## src/rtl/spd_pkg.sv

```systemverilog
// Package for the spin pattern detector.
// Holds register indexes, reset values, limits and the result item layout.
// No dependencies.
`default_nettype none

package spd_pkg;

   localparam int unsigned POS_W    = 16;
   localparam int unsigned TIME_W   = 64;
   localparam int unsigned PERIOD_W = 32;
   localparam int unsigned CSR_IDX_W  = 3;
   localparam int unsigned CSR_DATA_W = 32;
   localparam int unsigned REQ_DATA_W = 80;
   localparam int unsigned RSP_DATA_W = 40;
   localparam int unsigned DIR_CNT_W  = 6;

   typedef enum logic [CSR_IDX_W-1:0] {
      CSR_COORDINATE_KIND     = 3'd0,
      CSR_MIN_JUMP            = 3'd1,
      CSR_QUICK_PERIOD_MIN_NS = 3'd2,
      CSR_QUICK_PERIOD_MAX_NS = 3'd3,
      CSR_SLOW_PERIOD_MAX_NS  = 3'd4
   } csr_index_type;

   typedef enum logic {
      KIND_SPHERE = 1'b0,
      KIND_PLANE  = 1'b1
   } coord_kind_type;

   typedef enum logic {
      MODE_OBSERVE = 1'b0,
      MODE_RESTART = 1'b1
   } req_mode_type;

   localparam logic [POS_W-1:0]    MIN_JUMP_RST    = 16'd4096;
   localparam logic [PERIOD_W-1:0] QUICK_MIN_RST   = 32'd20000000;
   localparam logic [PERIOD_W-1:0] QUICK_MAX_RST   = 32'd300000000;
   localparam logic [PERIOD_W-1:0] SLOW_MAX_RST    = 32'd1000000000;
   localparam logic [DIR_CNT_W-1:0] SPHERE_DIR_LIMIT = 6'd25;
   localparam logic [DIR_CNT_W-1:0] PLANE_DIR_LIMIT  = 6'd40;
   localparam logic [1:0] JUMPS_MAX = 2'd2;

   typedef struct packed {
      logic [3:0]          pad;
      logic [PERIOD_W-1:0] period_ns;
      logic                turn_positive;
      logic                slow_spin;
      logic                quick_spin;
      logic                spinning;
   } rsp_data_type;

endpackage

`default_nettype wire

```

## src/rtl/spin_pattern_detector_core.sv

```systemverilog
// Each item passes through the input register, then the result register. Throughput: one
// item per cycle while rsp_tready does not stall the result; the state loop is elapsed-time
// subtraction and window compares on the registered item.
// Synchronous active-high reset clears the tracking state, both valid stages and
// loads the configuration registers with their defaults.
// Top level of the spin pattern detector; uses spd_pkg.
`default_nettype none

module spin_pattern_detector_core
   import spd_pkg::*;
(
   input  wire logic                  clock,
   input  wire logic                  reset,
   input  wire logic                  req_tvalid,
   output logic                       req_tready,
   // Bits from low up: position[15:0], timestamp_ns[79:16].
   input  wire logic [REQ_DATA_W-1:0] req_tdata,
   // Bits from low up: mode[0].
   input  wire logic                  req_tuser,
   output logic                       rsp_tvalid,
   input  wire logic                  rsp_tready,
   // Bits from low up: spinning, quick_spin, slow_spin, turn_positive,
   // period_ns[35:4], zero padding[39:36].
   output logic [RSP_DATA_W-1:0]      rsp_tdata,
   input  wire logic                  csr_wen,
   input  wire logic [CSR_IDX_W-1:0]  csr_index,
   input  wire logic [CSR_DATA_W-1:0] csr_wdata
);

   coord_kind_type      kind_ff;
   logic [POS_W-1:0]    min_jump_ff;
   logic [PERIOD_W-1:0] quick_min_ff, quick_max_ff, slow_max_ff;

   logic                in_valid_ff;
   req_mode_type        in_mode_ff;
   logic [POS_W-1:0]    in_pos_ff;
   logic [TIME_W-1:0]   in_time_ff;

   logic                 out_valid_ff;
   rsp_data_type         out_data_ff, out_data_in;

   logic [POS_W-1:0]     last_pos_ff, last_pos_in;
   logic                 last_neg_ff, last_neg_in;
   logic [TIME_W-1:0]    last_jump_time_ff, last_jump_time_in;
   logic [1:0]           jumps_ff, jumps_in;
   logic [DIR_CNT_W-1:0] dir_cnt_ff, dir_cnt_in;
   logic                 quick_ff, quick_in;
   logic                 slow_ff, slow_in;
   logic                 dir_ff, dir_in;
   logic [PERIOD_W-1:0]  period_ff, period_in;

   logic                 advance;
   logic [TIME_W-1:0]    elapsed;
   logic                 over_slow, over_quick, over_min;
   logic [POS_W-1:0]     wrap_delta;
   logic [POS_W:0]       delta, mag;
   logic                 neg, is_jump;
   logic [DIR_CNT_W-1:0] dir_limit;

   assign advance    = !out_valid_ff || rsp_tready;
   assign req_tready = !in_valid_ff || advance;

   always_ff @(posedge clock) begin
      if (reset) begin
         kind_ff      <= KIND_SPHERE;
         min_jump_ff  <= MIN_JUMP_RST;
         quick_min_ff <= QUICK_MIN_RST;
         quick_max_ff <= QUICK_MAX_RST;
         slow_max_ff  <= SLOW_MAX_RST;
      end else if (csr_wen) begin
         unique case (csr_index)
            CSR_COORDINATE_KIND:     kind_ff      <= coord_kind_type'(csr_wdata[0]);
            CSR_MIN_JUMP:            min_jump_ff  <= csr_wdata[POS_W-1:0];
            CSR_QUICK_PERIOD_MIN_NS: quick_min_ff <= csr_wdata;
            CSR_QUICK_PERIOD_MAX_NS: quick_max_ff <= csr_wdata;
            CSR_SLOW_PERIOD_MAX_NS:  slow_max_ff  <= csr_wdata;
            default: ;
         endcase
      end
   end

   always_ff @(posedge clock) begin
      if (reset) begin
         in_valid_ff <= 1'b0;
      end else if (req_tready) begin
         in_valid_ff <= req_tvalid;
      end
      if (req_tready && req_tvalid) begin
         in_mode_ff <= req_mode_type'(req_tuser);
         in_pos_ff  <= req_tdata[POS_W-1:0];
         in_time_ff <= req_tdata[POS_W +: TIME_W];
      end
   end

   assign elapsed    = in_time_ff - last_jump_time_ff;
   assign over_slow  = elapsed > {32'd0, slow_max_ff};
   assign over_quick = elapsed > {32'd0, quick_max_ff};
   assign over_min   = elapsed > {32'd0, quick_min_ff};
   assign wrap_delta = in_pos_ff - last_pos_ff;
   assign delta      = (kind_ff == KIND_SPHERE)
                     ? {wrap_delta[POS_W-1], wrap_delta}
                     : {in_pos_ff[POS_W-1], in_pos_ff} - {last_pos_ff[POS_W-1], last_pos_ff};
   assign neg        = delta[POS_W];
   assign mag        = neg ? (~delta + 17'd1) : delta;
   assign is_jump    = mag > {1'b0, min_jump_ff};
   assign dir_limit  = (kind_ff == KIND_SPHERE) ? SPHERE_DIR_LIMIT : PLANE_DIR_LIMIT;

   always_comb begin
      last_pos_in       = last_pos_ff;
      last_neg_in       = last_neg_ff;
      last_jump_time_in = last_jump_time_ff;
      jumps_in          = jumps_ff;
      dir_cnt_in        = dir_cnt_ff;
      quick_in          = quick_ff;
      slow_in           = slow_ff;
      dir_in            = dir_ff;
      period_in         = period_ff;
      if (in_mode_ff == MODE_RESTART) begin
         jumps_in    = 2'd0;
         last_pos_in = '0;
         dir_cnt_in  = '0;
      end else begin
         if ((slow_ff || quick_ff) && over_slow) begin
            slow_in  = 1'b0;
            quick_in = 1'b0;
            jumps_in = 2'd0;
         end else if (over_quick && quick_ff) begin
            slow_in  = 1'b1;
            quick_in = 1'b0;
         end
         if (is_jump) begin
            dir_cnt_in = '0;
            if (jumps_in != JUMPS_MAX) begin
               jumps_in = jumps_in + 2'd1;
            end
            if (jumps_in == JUMPS_MAX && last_neg_ff == neg) begin
               if (over_quick && (elapsed < {32'd0, slow_max_ff})) begin
                  slow_in  = 1'b1;
                  quick_in = 1'b0;
               end else if (over_min) begin
                  quick_in = 1'b1;
                  slow_in  = 1'b0;
               end
               if (over_min) begin
                  period_in = (elapsed[TIME_W-1:PERIOD_W] != '0) ? '1
                                                                 : elapsed[PERIOD_W-1:0];
                  dir_in    = !neg;
               end
            end
            last_jump_time_in = in_time_ff;
            last_neg_in       = neg;
         end else if (neg == last_neg_ff) begin
            dir_cnt_in = dir_cnt_ff + 6'd1;
            if (dir_cnt_in > dir_limit) begin
               dir_cnt_in = '0;
               jumps_in   = 2'd0;
               quick_in   = 1'b0;
               slow_in    = 1'b0;
            end
         end else begin
            dir_cnt_in = '0;
         end
         last_pos_in = in_pos_ff;
      end
   end

   always_comb begin
      out_data_in.pad           = '0;
      out_data_in.period_ns     = period_in;
      out_data_in.turn_positive = dir_in;
      out_data_in.slow_spin     = slow_in;
      out_data_in.quick_spin    = quick_in;
      out_data_in.spinning      = quick_in || slow_in;
   end

   always_ff @(posedge clock) begin
      if (reset) begin
         last_pos_ff       <= '0;
         last_neg_ff       <= 1'b0;
         last_jump_time_ff <= '0;
         jumps_ff          <= 2'd0;
         dir_cnt_ff        <= '0;
         quick_ff          <= 1'b0;
         slow_ff           <= 1'b0;
         dir_ff            <= 1'b0;
         period_ff         <= '0;
         out_valid_ff      <= 1'b0;
      end else if (advance) begin
         out_valid_ff <= in_valid_ff;
         if (in_valid_ff) begin
            last_pos_ff       <= last_pos_in;
            last_neg_ff       <= last_neg_in;
            last_jump_time_ff <= last_jump_time_in;
            jumps_ff          <= jumps_in;
            dir_cnt_ff        <= dir_cnt_in;
            quick_ff          <= quick_in;
            slow_ff           <= slow_in;
            dir_ff            <= dir_in;
            period_ff         <= period_in;
         end
      end
   end

   always_ff @(posedge clock) begin
      if (advance && in_valid_ff) begin
         out_data_ff <= out_data_in;
      end
   end

   assign rsp_tvalid = out_valid_ff;
   assign rsp_tdata  = out_data_ff;

endmodule

`default_nettype wire

```

## config.mk

```make
export PLATFORM = sky130hd
export DESIGN_NAME = spin_pattern_detector_core
export DESIGN_NICKNAME = d
export VERILOG_FILES = /design/src/rtl/spd_pkg.sv /design/src/rtl/spin_pattern_detector_core.sv
export SDC_FILE = /design/constraint.sdc
export NUM_CORES = 1
export LEC_CHECK = 0
export ABC_AREA = 1
export BUFFER_PORTS_ARGS = -buffer_cell sky130_fd_sc_hd__buf_2
export CAP_MARGIN = 40
export CORE_UTILIZATION = 45
export CTS_BUF_LIST = sky130_fd_sc_hd__clkbuf_4 sky130_fd_sc_hd__clkbuf_8
export CTS_CLUSTER_DIAMETER = 100
export DETAILED_ROUTE_END_ITERATION = 6
export MAX_ROUTING_LAYER = met4
export SLEW_MARGIN = 20
export SYNTH_ARGS = -nofsm -noshare
export SYNTH_HDL_FRONTEND = slang
export SYNTH_SLANG_ARGS = --single-unit
```

## constraint.sdc

```tcl
create_clock -name clock -period 4.37 [get_ports clock]
set_input_delay 0.437 -clock clock [delete_from_list [all_inputs] [get_ports clock]]
set_output_delay 0.437 -clock clock [all_outputs]
set_load 0.02 [all_outputs]
```

==> impl_metrics.tcl, run 1 <==
set metrics [dict create \
    busiest_layer "met2" \
    cts_tree "yes" \
    core_area_mm2 0.0515 \
    synthTopCellsByArea "dfxtp_1, nand2_1, edfxtp_1" \
    grt_max_degree 78 \
    ant_nets 0 \
    outcome "finished with violations" \
    ys_seq_elements 356 \
    htreeDepth 2 \
    grt_util_met3 0.0310 \
    postSynthAreaPerCell_um2 6.92 \
    cts.sinks 356 \
    post-route-min-period_ns 4.74 \
    vias 23100 \
    use_met1 0.349 \
    area_delta_synth_final_pct 32.1 \
    grt_use_met2 0.490 \
    fin_crit_sh 1.09 \
    setup_viol 143 \
    drt-total-wl_um 77100 \
    clock_latency_ns 0.71 \
    required_ns 4.82 \
    power_mw 11.3 \
    crit_type "flop to flop" \
    port-buffer-count 158 \
    antenna_found_initial 4 \
    io_pins 163 \
    die_area_mm2 0.0532 \
    grt_pass1_vias 22100 \
    synthArstFlopShare 0 \
    fin_cells 4673 \
    vdd_ir_drop_max_mv 0.368 \
    place_inst 4420 \
    netlist-cell-type-count 57 \
    drive_above_1_share 0.238 \
    layout_common_cells "nand2_1, inv_1, buf_4" \
    drv_slew 0 \
    yosysTopAreaCell "dfxtp_1" \
    clockBufferDepth 3 \
    start_util 0.457 \
    globalplace.congestion 0.961 \
    synth_warnings 0 \
    wl_per_cell_um 16.5 \
    cp.arrival_ns 5.19 \
    grt_setup_unrepaired "yes" \
    slowest_stage "edfxtp_1" \
    fmax_ghz 0.211 \
    ys.flop_type "dfxtp_1" \
    synth_edf_count 117 \
    pre_cts_slack_ns -0.566 \
    hold_viol_final 0 \
    multi_input_area_mm2 0.0135 \
    violations "negative setup slack" \
    max_stage_delay_ns 0.43 \
    drt_iter0_drc 1186 \
    track_usage 0.286 \
    die_x_um 231 \
    grt_pass1_wl_um 116000 \
    cp_max_fo 8 \
    worst_slack_ns -0.375 \
    cp-start-kind "flop" \
    end_kind "flop" \
    die_h_um 231 \
    netlist_area_mm2 0.0235 \
    clk_pin_slew_ns 0.06 \
    netlist_instances 3401 \
    timing.slew.headroom 0.443 \
    seq_area_mm2 0.00830 \
    worst_pin_slew_ns 0.836 \
    ys_seq_area_frac 0.352 \
    min-delay-path-class "primary input to flop" \
    cts_buffers 61 \
    fin_skew_ns 0.0595 \
    vias_per_cell 4.95 \
    powerDensity_mw_per_mm2 364 \
    p_leak_nw 15.2 \
    grt.overflow.total 0 \
    fillCellCount 4874 \
    drc 0 \
    tns_ns -40.83 \
    drv_cap 0 \
    place_hpwl_um 56300 \
    cts_root_buffer "clkbuf_8" \
    final_nets 4258 \
    firstDrtPassIters 7 \
    rows 83 \
    final_common_cell "nand2_1" \
    synth_top_area_share 0.203 \
]
sequential cells by signal (all words and copies together) (netlist names), 2 cells and up:
signal,cells
quick_min_ff,32
rsp_tdata,36
quick_max_ff,32
dir_cnt_ff,6
last_pos_ff,16
period_ff,32
jumps_ff,2
last_jump_time_ff,64
min_jump_ff,16
slow_max_ff,32
in_pos_ff,16
in_time_ff,64
final cells by class:
cell class / instances / share of cell area
sequential: 356 / 0.267
clock buffer: 98 / 0.0379
multi-input combinational: 2297 / 0.434
tap: 680 / 0.0274
antenna: 2 / 0.000161
clock inverter: 17 / 0.00495
timing repair buffer: 560 / 0.148
inverter: 663 / 0.0804
cells by family (layout without fill, tap and decap cells):
| group | after synthesis | count (layout) | synth area share |
|---|---|---|---|
| adder cells (fa/ha/maj) | 198 | 198 | 0.106 |
| flip-flops | 356 | 356 | 0.352 |
| XOR/XNOR | 64 | 64 | 0.0238 |
| buffers and inverters | 751 | 1338 | 0.124 |
| AO/OA/AOI/OAI | 520 | 520 | 0.117 |
| AND/OR/NAND/NOR | 1511 | 1511 | 0.277 |
| other | 1 | 6 | 0.000159 |
worst paths after layout:
check,slack (ns),endpoint,cells after the start,start
min,0.05,slow_max_ff[19],3,csr_wdata[19]
min reg2reg,0.46,last_jump_time_ff[51],2,last_jump_time_ff[51]
max reg2reg,-0.37,rsp_tdata[26],33,in_pos_ff[3]
max,-0.37,rsp_tdata[26],33,in_pos_ff[3]
power by group:
group | leakage [nW] | internal [mW] | switching (mW) | total [mW]
Sequential | 3.08 | 3.63 | 0.0939 | 3.72
Combinational | 11.4 | 1.79 | 2.52 | 4.31
Clock | 0.707 | 1.84 | 1.44 | 3.28
Total | 15.2 | 7.26 | 4.06 | 11.3
metal layers:
| layer | share of wire | vias to the layer above |
|---|---|---|
| met2 | 0.49 | 507 |
| li1 | - | 11800 |
| met3 | 0.042 | 131 |
| met1 | 0.43 | 10700 |
| met4 | 0.033 | 0 |
| met5 | 0 | - |
cell usage after synthesis (2+ instances only):
library cell and n:
a211oi_1 7, a21o_1 2, a21oi_1 280, a31o_2 2, a31oi_1 4, and2_1 6, buf_1 5, buf_12 3
buf_2 11, buf_4 8, clkbuf_1 61, clkinv_1 3, dfxtp_1 239, edfxtp_1 117, fa_1 2, ha_1 196
inv_1 647, inv_2 13, nand2_1 950, nand2_2 13, nand3_1 119, nand3_2 38, nand3b_1 7, nand4_1 35
nor2_1 248, nor2_2 19, nor2_4 7, nor3_1 21, nor3_2 3, nor3b_1 3, nor4_1 6, o2111ai_1 2
o211ai_1 26, o21a_1 3, o21ai_0 174, o21ai_1 9, o21bai_1 2, o221ai_1 3, o31ai_1 2, or2_2 26
xnor2_1 10, xor2_1 54
worst max-delay path, delay by kind of cell, from the launching register on:
family | cells | cell delay, ns
xor gates and xnor gates | 2 | 0.34
and+or+nand+nor | 14 | 1.45
buffers and inverters | 7 | 0.86
AOI/OAI and AO/OA | 8 | 0.84
adders and majority gates | 2 | 0.57
DFF | 1 | 0.43
stage by stage:
| stage | hold WS, ns | util | cell area, um2 |
|---|---|---|---|
| finish | 0.0499 | 0.604 | 31100 |
| CTS | 0.000704 | 0.579 | 29800 |
| global route | 0.0447 | 0.604 | 31100 |
| global placement | 0.444 | 0.523 | 26900 |
| detailed placement | 0.453 | 0.524 | 27000 |
| floorplan | 0.433 | - | 23700 |
what timing repair did:
item / 4_1_cts / 5_1_grt
endpoints found under the setup margin: 144 / 144
pin swaps: 40 / 96
endpoints found under the hold margin: 88 / 0
buffers inserted: 17 / 12
resized for setup: 121 / 228
cloned: 7 / 14
hold buffers: 86 / 0
(Power assumes the default switching activity.)
==> run 2, diff against run 1 <==
--- a/config.mk
+++ b/config.mk
@@ -13,6 +13,7 @@
 export CTS_CLUSTER_DIAMETER = 100
 export DETAILED_ROUTE_END_ITERATION = 6
 export MAX_ROUTING_LAYER = met4
+export SETUP_SLACK_MARGIN = 0.3
 export SLEW_MARGIN = 20
 export SYNTH_ARGS = -nofsm -noshare
 export SYNTH_HDL_FRONTEND = slang
==> run 2 against run 1 <==
  * The flow still finishes with violations (negative setup slack)
  * Core utilization grew 1.4 points
  * Cell count grew 0.45%
  * Clock power is 3% higher
  * Critical path depth rose by 2
  * Largest power group unchanged
  * Highest routed layer unchanged
  * Via count rose by 0.26%
==> impl_metrics.tcl, run 2 (synthesis gave the netlist of run 1 again) <==
set metrics [dict create \
    cts_root_buffer "clkbuf_8" \
    ant_nets 0 \
    rows 83 \
    grt_max_degree 88 \
    cts_buffers 61 \
    p_leak_nw 15.5 \
    cts_tree "yes" \
    violations "negative setup slack" \
    grt.overflow.total 0 \
    fin_crit_sh 1.08 \
    drt-total-wl_um 78900 \
    hold_start "csr_wdata[31]" \
    globalplace.congestion 0.939 \
    core_area_mm2 0.0515 \
    pre_cts_slack_ns -0.389 \
    start_util 0.457 \
    firstDrtPassIters 5 \
    vias 23200 \
    place_hpwl_um 57900 \
    worst_slack_ns -0.351 \
    min_path_cells 3 \
    cp.arrival_ns 5.17 \
    drt_iter0_drc 1189 \
    fin_cells 4694 \
    grt_pass1_wl_um 121000 \
    vdd_ir_drop_max_mv 0.359 \
    crit_family "simple AND/OR/NAND/NOR gates" \
    clk_pin_slew_ns 0.06 \
    final_util 0.617 \
    end_kind "flop" \
    die_h_um 231 \
    wl_per_cell_um 16.8 \
    max_stage_delay_ns 0.38 \
    min-delay-path-class "primary input to flop" \
    grt_pass1_vias 22600 \
    antenna_found_initial 1 \
    layout_common_cells "nand2_1, inv_1, buf_4" \
    htreeDepth 2 \
    worstRegToRegCells 35 \
    die_area_mm2 0.0532 \
    clock_latency_ns 0.71 \
    fin_skew_ns 0.0284 \
    required_ns 4.82 \
    post-route-min-period_ns 4.72 \
    cp_max_fo 4 \
    final_nets 4280 \
    worstReg2RegEnd "rsp_tdata[0]" \
    reg2reg_slack_ns -0.35 \
    io_pins 163 \
    outcome "finished with violations" \
    crit_buf_inv 7 \
    area_delta_synth_final_pct 35.0 \
    place_inst 4419 \
    fmax_ghz 0.212 \
    cts.sinks 356 \
    drv_slew 0 \
    setup_viol 144 \
    hold_ws_ns 0.0420 \
    worst_pin_slew_ns 0.797 \
    crit_type "flop to flop" \
    hold_viol_final 0 \
    port-buffer-count 158 \
    drc 0 \
    slowest_stage "edfxtp_1" \
    final_common_cell "nand2_1" \
    powerDensity_mw_per_mm2 363 \
    reg2reg_from "in_pos_ff[0]" \
    hold_end "quick_min_ff[31]" \
    drive_above_1_share 0.248 \
    grt_setup_unrepaired "yes" \
    vias_per_cell 4.94 \
    timing.slew.headroom 0.469 \
    cp-start-kind "flop" \
    clockBufferDepth 3 \
    die_x_um 231 \
    crit_top_cell "nand2_2" \
    drv_cap 0 \
    track_usage 0.301 \
]
[run 2: final cells by class]
cell class | instances | area [um2]
well taps | 680 | 851
multi-input cells | 2298 | 13700
clock inverters | 23 | 216
repair inverters | 2 | 50.0
repair buffers | 579 | 4950
inverters | 663 | 2530
clock buffers | 92 | 1160
fillers | 4740 | 19700
diodes | 1 | 2.50
flip-flops and latches | 356 | 8300
[run 2: worst max path at each step]
| stage | from | end | cells after the start |
|---|---|---|---|
| after floorplan | in_pos_ff[1] | rsp_tdata[0] | 27 |
| after global placement | in_pos_ff[3] | rsp_tdata[0] | 33 |
| after detailed placement | in_pos_ff[4] | period_ff[5] | 35 |
| after CTS | in_pos_ff[3] | period_ff[3] | 35 |
| after global routing | in_pos_ff[0] | rsp_tdata[0] | 35 |
| final | in_pos_ff[0] | rsp_tdata[0] | 35 |
[run 2: worst reg2reg max path: cells and delay by family (launching register included)]
kind,cells,cell delay (ns)
DFF,1,0.38
buffers and inverters,7,0.67
xor gates and xnor gates,2,0.30
AOI/OAI and AO/OA,8,0.92
and+or+nand+nor,15,1.36
adders and majority gates,3,0.83
[run 2: metrics by stage]
stage	area, um2	setup TNS [ns]	total power [mW]
after floorplan	23900	-0.0137	6.07
after global placement	27000	-28.74	7.53
after detailed placement	27100	-43.80	7.61
after CTS	31000	-28.75	11.5
after global routing	31800	-103.46	12.2
final	31800	-34.53	11.5
[run 2: repair_timing]
item                       in CTS  in global routing
hold endpoints to repair       94                  0
setup endpoints to repair     144                144
gates resized for setup       281                127
pin swaps                      64                 53
setup buffers                  38                  8
hold buffers                   90                  0
cloned                         18                  2
[run 2: report_power, final]
part           switching [mW]  internal [mW]  leakage (nW)
Sequential              0.100           3.63          3.08
Combinational            2.57           1.86          11.6
Clock                    1.50           1.89         0.739
Total                    4.17           7.38          15.5
[run 2: routing by layer]
metal / track usage / up-vias / routed length [um]
met1: 0.360 / 10600 / 34100
li1: - / 11900 / -
met5: - / - / 0
met2: 0.522 / 523 / 38800
met4: 0.0964 / 0 / 2700
met3: 0.0383 / 147 / 3350
